<file path="src/assert_macros.svh">
// ============================================================================
// Assertion macros
// Shared concurrent assertion helpers for the frame receiver RTL.
// ============================================================================
`ifndef ASSERT_MACROS_SVH
`define ASSERT_MACROS_SVH

`ifndef SYNTHESIS

// Property checked at every clock edge outside of reset.
`define ASSERT_DIS(label, clk, rst, prop) \
  label: assert property (@(posedge clk) disable iff (rst) (prop)) \
    else $error("%m: assertion failed");

// Same-cycle implication checked outside of reset.
`define ASSERT_IMPLY(label, clk, rst, ante, cons) \
  label: assert property (@(posedge clk) disable iff (rst) (ante) |-> (cons)) \
    else $error("%m: assertion failed");

`else

`define ASSERT_DIS(label, clk, rst, prop)
`define ASSERT_IMPLY(label, clk, rst, ante, cons)

`endif

`endif

</file>
<file path="src/ufr_pkg.sv">
// ============================================================================
// ufr_pkg
// Types, codes and constants shared by the frame receiver modules.
// ============================================================================
package ufr_pkg;

  localparam int FRAME_MAX_DEFAULT = 64;
  localparam int QUEUE_DEPTH_DEFAULT = 2;
  localparam int COUNT_W = 7;

  localparam logic REQ_BYTE    = 1'b0;
  localparam logic REQ_COMMAND = 1'b1;

  localparam logic [1:0] CMD_BOOT      = 2'd0;
  localparam logic [1:0] CMD_DISCOVERY = 2'd1;
  localparam logic [1:0] CMD_CONNECT   = 2'd2;

  localparam logic [7:0] START_BYTE      = 8'hAA;
  localparam logic [7:0] EVT_READY_IND   = 8'h30;
  localparam logic [7:0] EVT_LINK_STATUS = 8'h01;
  localparam logic [7:0] EVT_PLAY_STATUS = 8'h1E;

  localparam logic [7:0] LS_STANDBY     = 8'h0F;
  localparam logic [7:0] LS_PAIRING     = 8'h01;
  localparam logic [7:0] LS_PAIR_FAIL   = 8'h04;
  localparam logic [7:0] LS_A2DP_UP     = 8'h06;
  localparam logic [7:0] LS_A2DP_DOWN   = 8'h08;
  localparam logic [7:0] LS_AVRCP_UP    = 8'h0B;
  localparam logic [7:0] LS_AVRCP_DOWN  = 8'h0C;

  localparam logic [7:0] PS_STOPPED     = 8'h00;
  localparam logic [7:0] PS_PLAYING     = 8'h01;
  localparam logic [7:0] PS_PAUSED      = 8'h02;
  localparam logic [7:0] PS_FWD_SEEK    = 8'h03;
  localparam logic [7:0] PS_REW_SEEK    = 8'h04;
  localparam logic [7:0] PS_PAUSED_ALT  = 8'h08;
  localparam logic [7:0] PS_UNKNOWN     = 8'hFF;

  typedef enum logic [2:0] {
    ST_IDLE,
    ST_NOISE,
    ST_ACCEPTED,
    ST_CSUM_ERR,
    ST_OVERFLOW,
    ST_LEN_ERR
  } frame_status_t;

  typedef enum logic [2:0] {
    LINK_OFF,
    LINK_BOOTING,
    LINK_READY,
    LINK_SCANNING,
    LINK_CONNECTING,
    LINK_CONNECTED,
    LINK_STREAMING
  } link_mode_t;

  typedef enum logic [2:0] {
    ACT_NONE,
    ACT_PLAY,
    ACT_PAUSE,
    ACT_STOP,
    ACT_NEXT,
    ACT_PREV
  } play_action_t;

  typedef enum logic [2:0] {
    OP_NONE,
    OP_SET_READY,
    OP_COMMAND,
    OP_LINK_STATUS,
    OP_PLAY_STATUS
  } back_op_t;

  // One classified word handed from the parser to the link/play stage.
  typedef struct packed {
    frame_status_t status;
    logic [7:0]    evt;
    back_op_t      op;
    logic [7:0]    arg;
  } work_t;

endpackage

</file>
<file path="src/ufr_front.sv">
// ============================================================================
// ufr_front
// Frame parser: hunts for the start byte, tracks length and checksum, and
// classifies each incoming word into a work word for the back stage.
// ============================================================================
`include "assert_macros.svh"

module ufr_front
  import ufr_pkg::*;
#(
  parameter int FRAME_MAX = FRAME_MAX_DEFAULT
) (
  input  logic       clk,
  input  logic       rst,
  input  logic       accept,
  input  logic       req_type,
  input  logic [7:0] rx_byte,
  input  logic [1:0] command_code,
  output work_t      work
);

  localparam logic [COUNT_W-1:0] MAX_COUNT = COUNT_W'(FRAME_MAX);

  logic [COUNT_W-1:0] byte_count, byte_count_next;
  logic [15:0]        frame_length, frame_length_next;
  logic [7:0]         running_sum, running_sum_next;
  logic [7:0]         captured_event, captured_event_next;
  logic [7:0]         captured_first_payload, captured_first_payload_next;
  logic [7:0]         captured_fourth_payload, captured_fourth_payload_next;
  logic [COUNT_W-1:0] count_inc;
  logic [15:0]        length_now;
  logic [16:0]        frame_total;
  logic               frame_ends;

  assign count_inc = byte_count + COUNT_W'(1);

  // Frame length including the byte being taken in this cycle.
  assign length_now  = (byte_count == COUNT_W'(1)) ? {rx_byte, 8'h00} :
                       (byte_count == COUNT_W'(2)) ? {frame_length[15:8], rx_byte} :
                       frame_length;
  assign frame_total = {1'b0, length_now} + 17'd4;

  always_comb begin
    byte_count_next              = byte_count;
    frame_length_next            = frame_length;
    running_sum_next             = running_sum;
    captured_event_next          = captured_event;
    captured_first_payload_next  = captured_first_payload;
    captured_fourth_payload_next = captured_fourth_payload;
    work = '{status: ST_IDLE, evt: 8'h00, op: OP_NONE, arg: 8'h00};

    if (req_type == REQ_COMMAND) begin
      work.op  = OP_COMMAND;
      work.arg = {6'b0, command_code};
    end else if (byte_count == '0 && rx_byte != START_BYTE) begin
      work.status = ST_NOISE;
    end else if (byte_count >= MAX_COUNT) begin
      byte_count_next   = '0;
      frame_length_next = 16'h0000;
      running_sum_next  = 8'h00;
      work.status       = ST_OVERFLOW;
    end else begin
      // The start byte itself is not part of the checksum.
      running_sum_next = (byte_count == '0) ? 8'h00 : running_sum + rx_byte;
      case (byte_count)
        COUNT_W'(1): frame_length_next = {rx_byte, 8'h00};
        COUNT_W'(2): frame_length_next = {frame_length[15:8], rx_byte};
        COUNT_W'(3): captured_event_next = rx_byte;
        COUNT_W'(4): captured_first_payload_next = rx_byte;
        COUNT_W'(7): captured_fourth_payload_next = rx_byte;
        default: ;
      endcase
      byte_count_next = count_inc;

      if (count_inc >= COUNT_W'(4)) begin
        if (frame_length_next == 16'h0000) begin
          byte_count_next   = '0;
          frame_length_next = 16'h0000;
          running_sum_next  = 8'h00;
          work.status       = ST_LEN_ERR;
        end else if ({{(17 - COUNT_W){1'b0}}, count_inc} >= frame_total) begin
          if (running_sum_next != 8'h00) begin
            work.status = ST_CSUM_ERR;
          end else begin
            work.status = ST_ACCEPTED;
            work.evt    = captured_event_next;
            // Payload length checks: length counts the event id byte.
            case (captured_event_next)
              EVT_READY_IND: begin
                if (frame_length_next >= 16'd2 && captured_first_payload_next == 8'h00) begin
                  work.op = OP_SET_READY;
                end
              end
              EVT_LINK_STATUS: begin
                if (frame_length_next >= 16'd2) begin
                  work.op  = OP_LINK_STATUS;
                  work.arg = captured_first_payload_next;
                end
              end
              EVT_PLAY_STATUS: begin
                if (frame_length_next >= 16'd5) begin
                  work.op  = OP_PLAY_STATUS;
                  work.arg = captured_fourth_payload_next;
                end
              end
              default: ;
            endcase
          end
          byte_count_next   = '0;
          frame_length_next = 16'h0000;
          running_sum_next  = 8'h00;
        end
      end
    end
  end

  always_ff @(posedge clk) begin
    if (rst) begin
      byte_count              <= '0;
      frame_length            <= 16'h0000;
      running_sum             <= 8'h00;
      captured_event          <= 8'h00;
      captured_first_payload  <= 8'h00;
      captured_fourth_payload <= 8'h00;
    end else if (accept) begin
      byte_count              <= byte_count_next;
      frame_length            <= frame_length_next;
      running_sum             <= running_sum_next;
      captured_event          <= captured_event_next;
      captured_first_payload  <= captured_first_payload_next;
      captured_fourth_payload <= captured_fourth_payload_next;
    end
  end

  assign frame_ends = accept && work.status != ST_IDLE && work.status != ST_NOISE;

  `ASSERT_DIS(a_count_bound, clk, rst, byte_count <= MAX_COUNT)
  `ASSERT_DIS(a_end_clears, clk, rst, frame_ends |=> (byte_count == '0 && running_sum == 8'h00))

endmodule

</file>
<file path="src/ufr_queue.sv">
// ============================================================================
// ufr_queue
// Short FIFO of work words between the parser and the link/play stage.
// ============================================================================
`include "assert_macros.svh"

module ufr_queue
  import ufr_pkg::*;
#(
  parameter int DEPTH = QUEUE_DEPTH_DEFAULT
) (
  input  logic  clk,
  input  logic  rst,
  input  logic  push,
  input  work_t push_data,
  input  logic  pop,
  output work_t pop_data,
  output logic  full,
  output logic  empty
);

  localparam int PTR_W = (DEPTH > 1) ? $clog2(DEPTH) : 1;
  localparam int CNT_W = $clog2(DEPTH + 1);
  localparam logic [PTR_W-1:0] LAST_PTR = PTR_W'(DEPTH - 1);
  localparam logic [CNT_W-1:0] FULL_CNT = CNT_W'(DEPTH);

  work_t            slots [DEPTH];
  logic [PTR_W-1:0] wr_ptr;
  logic [PTR_W-1:0] rd_ptr;
  logic [CNT_W-1:0] count;

  assign full     = (count == FULL_CNT);
  assign empty    = (count == '0);
  assign pop_data = slots[rd_ptr];

  always_ff @(posedge clk) begin
    if (push) begin
      slots[wr_ptr] <= push_data;
    end
  end

  always_ff @(posedge clk) begin
    if (rst) begin
      wr_ptr <= '0;
      rd_ptr <= '0;
      count  <= '0;
    end else begin
      if (push) begin
        wr_ptr <= (wr_ptr == LAST_PTR) ? '0 : wr_ptr + PTR_W'(1);
      end
      if (pop) begin
        rd_ptr <= (rd_ptr == LAST_PTR) ? '0 : rd_ptr + PTR_W'(1);
      end
      if (push && !pop) begin
        count <= count + CNT_W'(1);
      end else if (pop && !push) begin
        count <= count - CNT_W'(1);
      end
    end
  end

  `ASSERT_DIS(a_count_bound, clk, rst, count <= FULL_CNT)
  `ASSERT_DIS(a_count_up, clk, rst, (push && !pop) |=> (count == $past(count) + CNT_W'(1)))
  `ASSERT_IMPLY(a_no_underflow, clk, rst, pop, !empty)

endmodule

</file>
<file path="src/ufr_back.sv">
// ============================================================================
// ufr_back
// Link state machine and play-status change detector, with the result
// register that drives the output channel.
// ============================================================================
`include "assert_macros.svh"

module ufr_back
  import ufr_pkg::*;
(
  input  logic       clk,
  input  logic       rst,
  input  logic       work_valid,
  input  work_t      work,
  output logic       pop,
  output logic       result_valid,
  input  logic       result_stall,
  output logic [2:0] frame_status,
  output logic [7:0] event_code,
  output logic [2:0] link_state,
  output logic [2:0] play_action
);

  link_mode_t    link_mode, link_mode_next;
  logic [7:0]    previous_play_status, previous_play_status_next;
  play_action_t  action;

  frame_status_t res_status;
  logic [7:0]    res_evt;
  link_mode_t    res_link;
  play_action_t  res_action;

  assign pop = work_valid && (!result_valid || !result_stall);

  // Next link state.
  always_comb begin
    link_mode_next = link_mode;
    case (work.op)
      OP_SET_READY: link_mode_next = LINK_READY;
      OP_COMMAND: begin
        case (work.arg[1:0])
          CMD_BOOT:      link_mode_next = LINK_BOOTING;
          CMD_DISCOVERY: link_mode_next = LINK_SCANNING;
          CMD_CONNECT:   link_mode_next = LINK_CONNECTING;
          default: ;
        endcase
      end
      OP_LINK_STATUS: begin
        case (work.arg)
          LS_STANDBY:    link_mode_next = LINK_READY;
          LS_PAIRING:    link_mode_next = LINK_SCANNING;
          LS_PAIR_FAIL:  link_mode_next = LINK_READY;
          LS_A2DP_UP:    link_mode_next = LINK_CONNECTED;
          LS_A2DP_DOWN:  link_mode_next = LINK_READY;
          LS_AVRCP_UP:   link_mode_next = LINK_STREAMING;
          LS_AVRCP_DOWN: begin
            if (link_mode == LINK_STREAMING) begin
              link_mode_next = LINK_CONNECTED;
            end
          end
          default: ;
        endcase
      end
      default: ;
    endcase
  end

  // Play action and remembered play status.
  always_comb begin
    previous_play_status_next = previous_play_status;
    action = ACT_NONE;
    case (work.op)
      OP_LINK_STATUS: begin
        // Losing the audio link forgets the last play status.
        if (work.arg == LS_A2DP_DOWN) begin
          previous_play_status_next = PS_UNKNOWN;
        end
      end
      OP_PLAY_STATUS: begin
        if (work.arg != previous_play_status) begin
          previous_play_status_next = work.arg;
          case (work.arg)
            PS_PLAYING:    action = ACT_PLAY;
            PS_PAUSED:     action = ACT_PAUSE;
            PS_PAUSED_ALT: action = ACT_PAUSE;
            PS_STOPPED:    action = ACT_STOP;
            PS_FWD_SEEK:   action = ACT_NEXT;
            PS_REW_SEEK:   action = ACT_PREV;
            default:       action = ACT_NONE;
          endcase
        end
      end
      default: ;
    endcase
  end

  always_ff @(posedge clk) begin
    if (rst) begin
      link_mode            <= LINK_OFF;
      previous_play_status <= PS_UNKNOWN;
      result_valid         <= 1'b0;
      res_link             <= LINK_OFF;
    end else begin
      if (pop) begin
        link_mode            <= link_mode_next;
        previous_play_status <= previous_play_status_next;
        res_link             <= link_mode_next;
        result_valid         <= 1'b1;
      end else if (!result_stall) begin
        result_valid <= 1'b0;
      end
    end
  end

  always_ff @(posedge clk) begin
    if (pop) begin
      res_status <= work.status;
      res_evt    <= work.evt;
      res_action <= action;
    end
  end

  assign frame_status = res_status;
  assign event_code   = res_evt;
  assign link_state   = res_link;
  assign play_action  = res_action;

  `ASSERT_IMPLY(a_action_on_accept, clk, rst, result_valid && res_action != ACT_NONE, res_status == ST_ACCEPTED)
  `ASSERT_IMPLY(a_link_tracks, clk, rst, result_valid, res_link == link_mode)

endmodule

</file>
<file path="src/uart_event_frame_receiver.sv">
// ============================================================================
// uart_event_frame_receiver
// UART event frame parser with link state and play action tracking.
// ============================================================================
// Takes one word per clock while item_stall is low, either a received UART
// byte or a local command event, and returns exactly one result word for
// each, in order. Frames are 0xAA, a 16-bit big-endian length, the event id
// and payload, and a checksum that makes the sum of all bytes after the start
// byte zero. A word is classified by the parser in the cycle it is accepted
// and enters a two-word queue; unless result_stall holds it, the link/play
// stage takes one queued word per cycle into the result register, for a
// sustained rate of one word per cycle. A result passes through a queue slot
// and then the result register. item_stall rises only when the queue is full,
// which happens only after the result side has held result_stall high.

module uart_event_frame_receiver
  import ufr_pkg::*;
#(
  parameter int FRAME_MAX   = FRAME_MAX_DEFAULT,
  parameter int QUEUE_DEPTH = QUEUE_DEPTH_DEFAULT
) (
  input  logic       clk,
  input  logic       rst,
  input  logic       item_valid,
  output logic       item_stall,
  input  logic       req_type,
  input  logic [7:0] rx_byte,
  input  logic [1:0] command_code,
  output logic       result_valid,
  input  logic       result_stall,
  output logic [2:0] frame_status,
  output logic [7:0] event_code,
  output logic [2:0] link_state,
  output logic [2:0] play_action
);

  logic  push;
  logic  pop;
  logic  q_full;
  logic  q_empty;
  work_t front_work;
  work_t back_work;

  assign item_stall = q_full;
  assign push       = item_valid && !q_full;

  ufr_front #(
    .FRAME_MAX(FRAME_MAX)
  ) u_front (
    .clk         (clk),
    .rst         (rst),
    .accept      (push),
    .req_type    (req_type),
    .rx_byte     (rx_byte),
    .command_code(command_code),
    .work        (front_work)
  );

  ufr_queue #(
    .DEPTH(QUEUE_DEPTH)
  ) u_queue (
    .clk      (clk),
    .rst      (rst),
    .push     (push),
    .push_data(front_work),
    .pop      (pop),
    .pop_data (back_work),
    .full     (q_full),
    .empty    (q_empty)
  );

  ufr_back u_back (
    .clk         (clk),
    .rst         (rst),
    .work_valid  (!q_empty),
    .work        (back_work),
    .pop         (pop),
    .result_valid(result_valid),
    .result_stall(result_stall),
    .frame_status(frame_status),
    .event_code  (event_code),
    .link_state  (link_state),
    .play_action (play_action)
  );

endmodule
</file>
<file path="config.mk">
export PLATFORM = sky130hd
export DESIGN_NAME = uart_event_frame_receiver
export DESIGN_NICKNAME = d
export VERILOG_FILES = /design/src/ufr_pkg.sv /design/src/ufr_front.sv /design/src/ufr_queue.sv /design/src/ufr_back.sv /design/src/uart_event_frame_receiver.sv
export VERILOG_INCLUDE_DIRS = /design/src /design/src/src
export SDC_FILE = /design/constraint.sdc
export NUM_CORES = 1
export LEC_CHECK = 0
export ABC_AREA = 1
export BUFFER_PORTS_ARGS = -buffer_cell sky130_fd_sc_hd__buf_2
export CORE_ASPECT_RATIO = 1.25
export CORE_MARGIN = 5
export CORE_UTILIZATION = 25
export CTS_BUF_LIST = sky130_fd_sc_hd__clkbuf_16
export CTS_CLUSTER_DIAMETER = 80
export DETAILED_ROUTE_END_ITERATION = 8
export GPL_TIMING_DRIVEN = 0
export HOLD_SLACK_MARGIN = 0.1
export MAX_ROUTING_LAYER = met4
export PLACE_DENSITY = 0.5
export SYNTH_ARGS = -nofsm -noshare
export SYNTH_HDL_FRONTEND = slang
export SYNTH_SLANG_ARGS = --single-unit
</file>
<file path="constraint.sdc">
create_clock -name clk -period 8.9 [get_ports clk]
set_clock_uncertainty 0.2 [all_clocks]
set_input_delay 2.67 -clock clk [delete_from_list [all_inputs] [get_ports clk]]
set_output_delay 2.67 -clock clk [all_outputs]
set_load 0.05 [all_outputs]
</file>
==> Word level (Yosys, flattened, before mapping) <==
Memories as Yosys holds them, arrays and structs flattened. A register that Yosys moved wholly into a read port is not among the register bits.
Cells that the tools add are included.
{ "classes": {"add_sub_neg": 7, "mul": 0, "n_div": 0, "n_lt_le_gt_ge": 5, "eq_ne": 33, "shifts": 0, "muxes": 79, "bitwise_logic": 3, "reduce_logical": 30} }
{ "ops": {"columns": ["op", "count"], "rows": [
  ["$mux 11", 19],
  ["$mux 8", 17],
  ["$mux 16", 8],
  ["$mux 19", 4],
  ["$eq 8x4->1 const B", 4],
  ["$pmux 16 s2", 1],
  ["$pmux 8 s2", 2],
  ["$pmux 3 s5", 2],
  ["$mux 7", 4],
  ["$pmux 3 s3", 3],
  ["$mux 22", 1],
  ["$mux 21", 1],
  ["$add 16x3->17 const B", 1],
  ["$ge 7x17->1", 1],
  ["$eq 8x1->1 const B", 2],
  ["$eq 8x2->1 const B", 2],
  ["$eq 8x3->1 const B", 2],
  ["$ge 16x2->1 const B", 1],
  ["$ge 16x3->1 const B", 1],
  ["$logic_not 16->1", 1],
  ["$logic_not 8->1", 2],
  ["$eq 7x2->1 const B", 2],
  ["$eq 7x3->1 const B", 2],
  ["$mux 3", 4],
  ["39 further kinds", 70]
]} }
{ "word_totals": {"regBits": 85, "latch_bits": 0, "ram_bits": 44, "mem_bits_ro": 0, "input_bits": 15, "out_inout_bits": 19, "word_cells": 173, "mem_count": 1} }
{ "memory_table": {"columns": ["memory", "words", "word_bits", "rd", "rd_clocked_by_memory_dff", "wr", "line", "source"], "rows": [
  ["u_queue.slots", 2, 22, 1, 1, 1, "ufr_queue.sv:27", "work_t slots [DEPTH];"]
]} }

==> Longest topological paths before layout <==
{ "depth": {"ltp_word": 23, "depth_mapped": 27, "depth_no_buf": 26} }

==> By module <==
A second synthesis with hierarchy kept.
{ "unflattened": {"cells_unflattened": 1017, "hier_area_um2": 7852.5} }
{ "by_module_without_submodules": {"columns": ["mod", "instances", "cells_each", "area_per_inst_um2", "seq_area_each_um2"], "rows": [
  ["ufr_front", 1, 733, 4578.1, 1101.1],
  ["ufr_queue", 1, 101, 1818.0, 1421.4],
  ["ufr_back", 1, 180, 1442.6, 660.6],
  ["uart_event_frame_receiver", 1, 3, 13.8, 0.0]
]} }

==> Worst setup path before layout <==
Ideal clock, no wire load.
{ "synth_path": {"path_type": "input-to-reg", "from": "input port rx_byte[2]", "to": "memory u_queue.slots[0][2] (netlist name), data pin", "setup_time_ps": 154, "arrival_ps": 4829, "required_time_ps": 8546, "setup_slack_ps": 3717, "cell_stages": 19, "path_buffers": 0, "cell_sequence": "o21ai_0 -> nor2_2 -> ha_1 -> nand3_1 -> nor2_4 -> xor2_1 -> ha_1 -> nand2_1 -> inv_1 -> nand3b_1 -> nand4_1 -> nand2_1 -> nor2_1 -> nand2_1 -> nor2_2 -> nand2_4 -> nor2_4 -> nand4_1 -> nor2_1"} }
{ "synth_lines": {"columns": ["element", "line", "source"], "rows": [
  ["start, declared", "uart_event_frame_receiver.sv:27", "input logic [7:0] rx_byte,"],
  ["end, declared", "ufr_queue.sv:27", null]
]} }

==> results.py <==
metrics = {
    "global_routing": {
        "grt_pass1_wl_um": 34000,
        "grt_usage": 0.129,
        "grt_pass1_vias": 6385,
        "grt.overflow.total": 0,
        "antenna_found_initial": 0,
        "grt_max_degree": 19,
    },
    "sta": {
        "rsz0062_at_grt": "false",
        "fin_setup_tns_ns": 0,
        "finalSetupViolCount": 0,
        "drv_slew": 0,
        "min_period_ns": 5.86,
        "max_freq_mhz": 171,
        "max-slew-margin-rel": 0.391,
        "worst_pin_slew_ns": 0.906,
        "timing.hold.ws_ns": 0.252,
        "post-route-period-util": 0.659,
        "finalHoldViolCount": 0,
    },
    "final_layout": {
        "syn2layout_area_growth_pct": 17.1,
        "drive_gt1_frac": 0.140,
        "diodes": 0,
        "layout.nets": 1095,
    },
    "detailed_routing": {
        "dr.pass1.iters": 5,
        "viasPerCell": 4.54,
        "drt_iter0_markers": 433,
        "wirelength_um": 21000,
        "ant_nets": 0,
        "vias": 6662,
        "wl_per_cell_um": 14.3,
        "drc": 0,
    },
    "clocking": {
        "insertion_delay_ns": 0.42,
        "postCtsSetupBuffers": 0,
        "cts_resized": 0,
        "clock-sinks": 130,
        "cts_root_buf": "clkbuf_16",
        "cts_max_level": 4,
        "clk_pin_slew_ns": 0.06,
        "tritoncts": "yes",
        "cts.path.max_buffers": 2,
        "hold_buffers": 0,
        "cts-buffers-inserted": 17,
    },
    "logic_synthesis": {
        "yosysMostFrequentCell": "nand2_1",
        "syn_nets": 1042,
        "yosysSeqAreaShare": 0.418,
        "avgSynthCellArea_um2": 7.61,
        "syn_area_um2": 7620,
        "synthTopCellsByArea": "edfxtp_1 23%, dfxtp_1 19%, nand2_1 11%",
        "synth-edff-count": 58,
        "synth.top_cell.area_share": 0.229,
        "yosysWarningCount": 0,
        "async_flop_share": 0,
        "synthCells": 1001,
        "synth.distinct_cells": 48,
        "yosysTopAreaCell": "edfxtp_1",
        "ys_ff_latch": 130,
        "netlist_top_cells_count": "228 x nand2_1, 109 x nor2_1, 107 x inv_1",
        "synthFlopType": "dfxtp_1",
    },
    "flow_run": {
        "max-cap-violations": 0,
    },
    "critical_path": {
        "critical-path-max-stage-delay_ns": 0.32,
        "critical_path_class": "in -> reg",
        "crit_path_end_kind": "flip-flop",
        "reg2reg_depth": 25,
        "crit_chain": "buf_2, o21ai_0, nor2_2, ha_1, nand3_1, nor2_4, xor2_1, ha_1, nand2_1, inv_1, nand3b_1, nand4_1, nand2_1, nor2_1, nand2_1, nor2_2, nand2_4, nor2_4, nand4_1, nor2_1",
        "slowest_stage": "ha_1",
        "cp_top_family": "simple AND/OR/NAND/NOR gates",
        "cp.arrival_ns": 5.91,
        "cp_num_buf_inv": 2,
        "r2r_start": "u_front.byte_count[1]",
        "cp_num_cells": 20,
        "cp.required_ns": 8.94,
        "startpoint": "rx_byte[2]",
        "cp_common_cell": "nand2_1",
        "worst_setup_path_start_kind": "input pin",
        "cp_max_fo": 8,
    },
    "die": {
        "core.rowCount": 71,
        "die_x_um": 166,
        "io_pins": 34,
        "initial_core_util": 0.253,
        "coreArea_um2": 30100,
        "design.die.area_um2": 34100,
        "die_y_um": 205,
    },
    "hold_path": {
        "worstHoldStart": "u_front.captured_event[6]",
        "worstHoldPathCells": 2,
        "hold_path_class": "reg -> reg",
    },
    "power_and_ir_drop": {
        "p_leak_nw": 3.48,
        "power_density_nw_per_um2": 223,
        "ir_drop_mv": 0.117,
    },
    "place": {
        "globalplace.congestion": 0.874,
        "hpwl_um": 16000,
        "portBuffers": 32,
    },
    "outcome": {
        "status": "finished clean",
    },
}
layout make-up:
cell class              instances  area [um2]
fillers                      3241       21200
clock buffers                  17         425
clock inverters                15         183
multi-input cells             725        3820
inverters                     112         420
repair buffers                 34         190
flip-flops and latches        130        3180
plain buffers                  34         200
well taps                     401         502
metal layers:
layer / wire length, um / GRT usage / part of all wire / vias to the layer above
met3: 608 / 0.0239 / 0.029 / 25
met4: 475 / 0.0463 / 0.023 / 0
met2: 10500 / 0.223 / 0.50 / 113
met1: 9440 / 0.152 / 0.45 / 3082
li1: - / - / - / 3442
met5: 0 / - / 0 / -
final timing paths:
check / end / slack [ns]
worst max register to register: u_queue.slots[1][4] / 4.32
worst min register to register: u_front.captured_event[6] / 0.25
worst max-delay path: u_queue.slots[1][4] / 3.04
worst min-delay path: u_front.captured_event[6] / 0.25
sequential cells by signal, summed over array words and instances (netlist names), named ones only:
| name | flops |
|---|---|
| u_back.event_code | 8 |
| u_back.frame_status | 3 |
| u_back.link_mode | 3 |
| u_back.play_action | 3 |
| u_back.previous_play_status | 8 |
| u_back.result_valid | 1 |
| u_front.byte_count | 7 |
| u_front.captured_event | 8 |
| u_front.captured_first_payload | 8 |
| u_front.captured_fourth_payload | 8 |
| u_front.frame_length | 16 |
| u_front.running_sum | 8 |
| u_queue.count | 2 |
| u_queue.rd_ptr | 1 |
| u_queue.slots | 44 |
| u_queue.wr_ptr | 1 |
worst min-delay path: stages (launching register included):
cell	delay, ns
dfxtp_1	0.30
inv_1	0.06
a21oi_1	0.06
power breakdown:
part	switching (mW)	leakage [nW]	internal, mW
sequential	0.0310	1.14	0.728
combinational	0.377	2.05	0.136
clock	0.274	0.293	0.443
stage by stage:
stage / util / power (mW) / area [um2] / cells / setup WS, ns
after CTS: 0.296 / 2.02 / 8920 / 1468 / 2.96
final: 0.296 / 1.99 / 8920 / 1468 / 3.04
after floorplan: - / 1.15 / 7620 / 1001 / 3.72
after global placement: 0.275 / 1.29 / 8280 / 1434 / 2.57
after detailed placement: 0.276 / 1.29 / 8310 / 1436 / 2.52
after global routing: 0.296 / 2.10 / 8920 / 1468 / 2.73
cell families (layout without fill, tap and decap cells):
family          Yosys count  in the layout  share of synthesized area
mux                      11             11                     0.0163
simple gates            480            480                      0.287
xor+xnor                 16             16                     0.0184
compound gates          192            192                      0.135
fa+ha+maj                26             26                     0.0437
flops                   130            130                      0.418
buf+inv                 146            212                     0.0815
placed cells by master (no fill, tap or decap), types with 4 or more instances in the layout:
cell type and n:
xor2_1 11, o21ai_0 51, nand4_1 19, nor4_1 6
inv_1 108, nor3_1 8, nand3b_1 4, nor2_2 21
a21oi_1 105, nand3_1 56, edfxtp_1 58, buf_6 6
clkbuf_1 17, o21ai_1 10, clkinv_4 5, clkbuf_16 17
nand2_1 228, inv_2 5, dfxtp_1 72, buf_2 39
nand2_2 11, o21a_1 4, ha_1 25, mux2_2 11
o22ai_1 8, xnor2_1 5, nor2_1 107, nor2_4 7
Note: power is estimated with default switching activity, not from simulation.
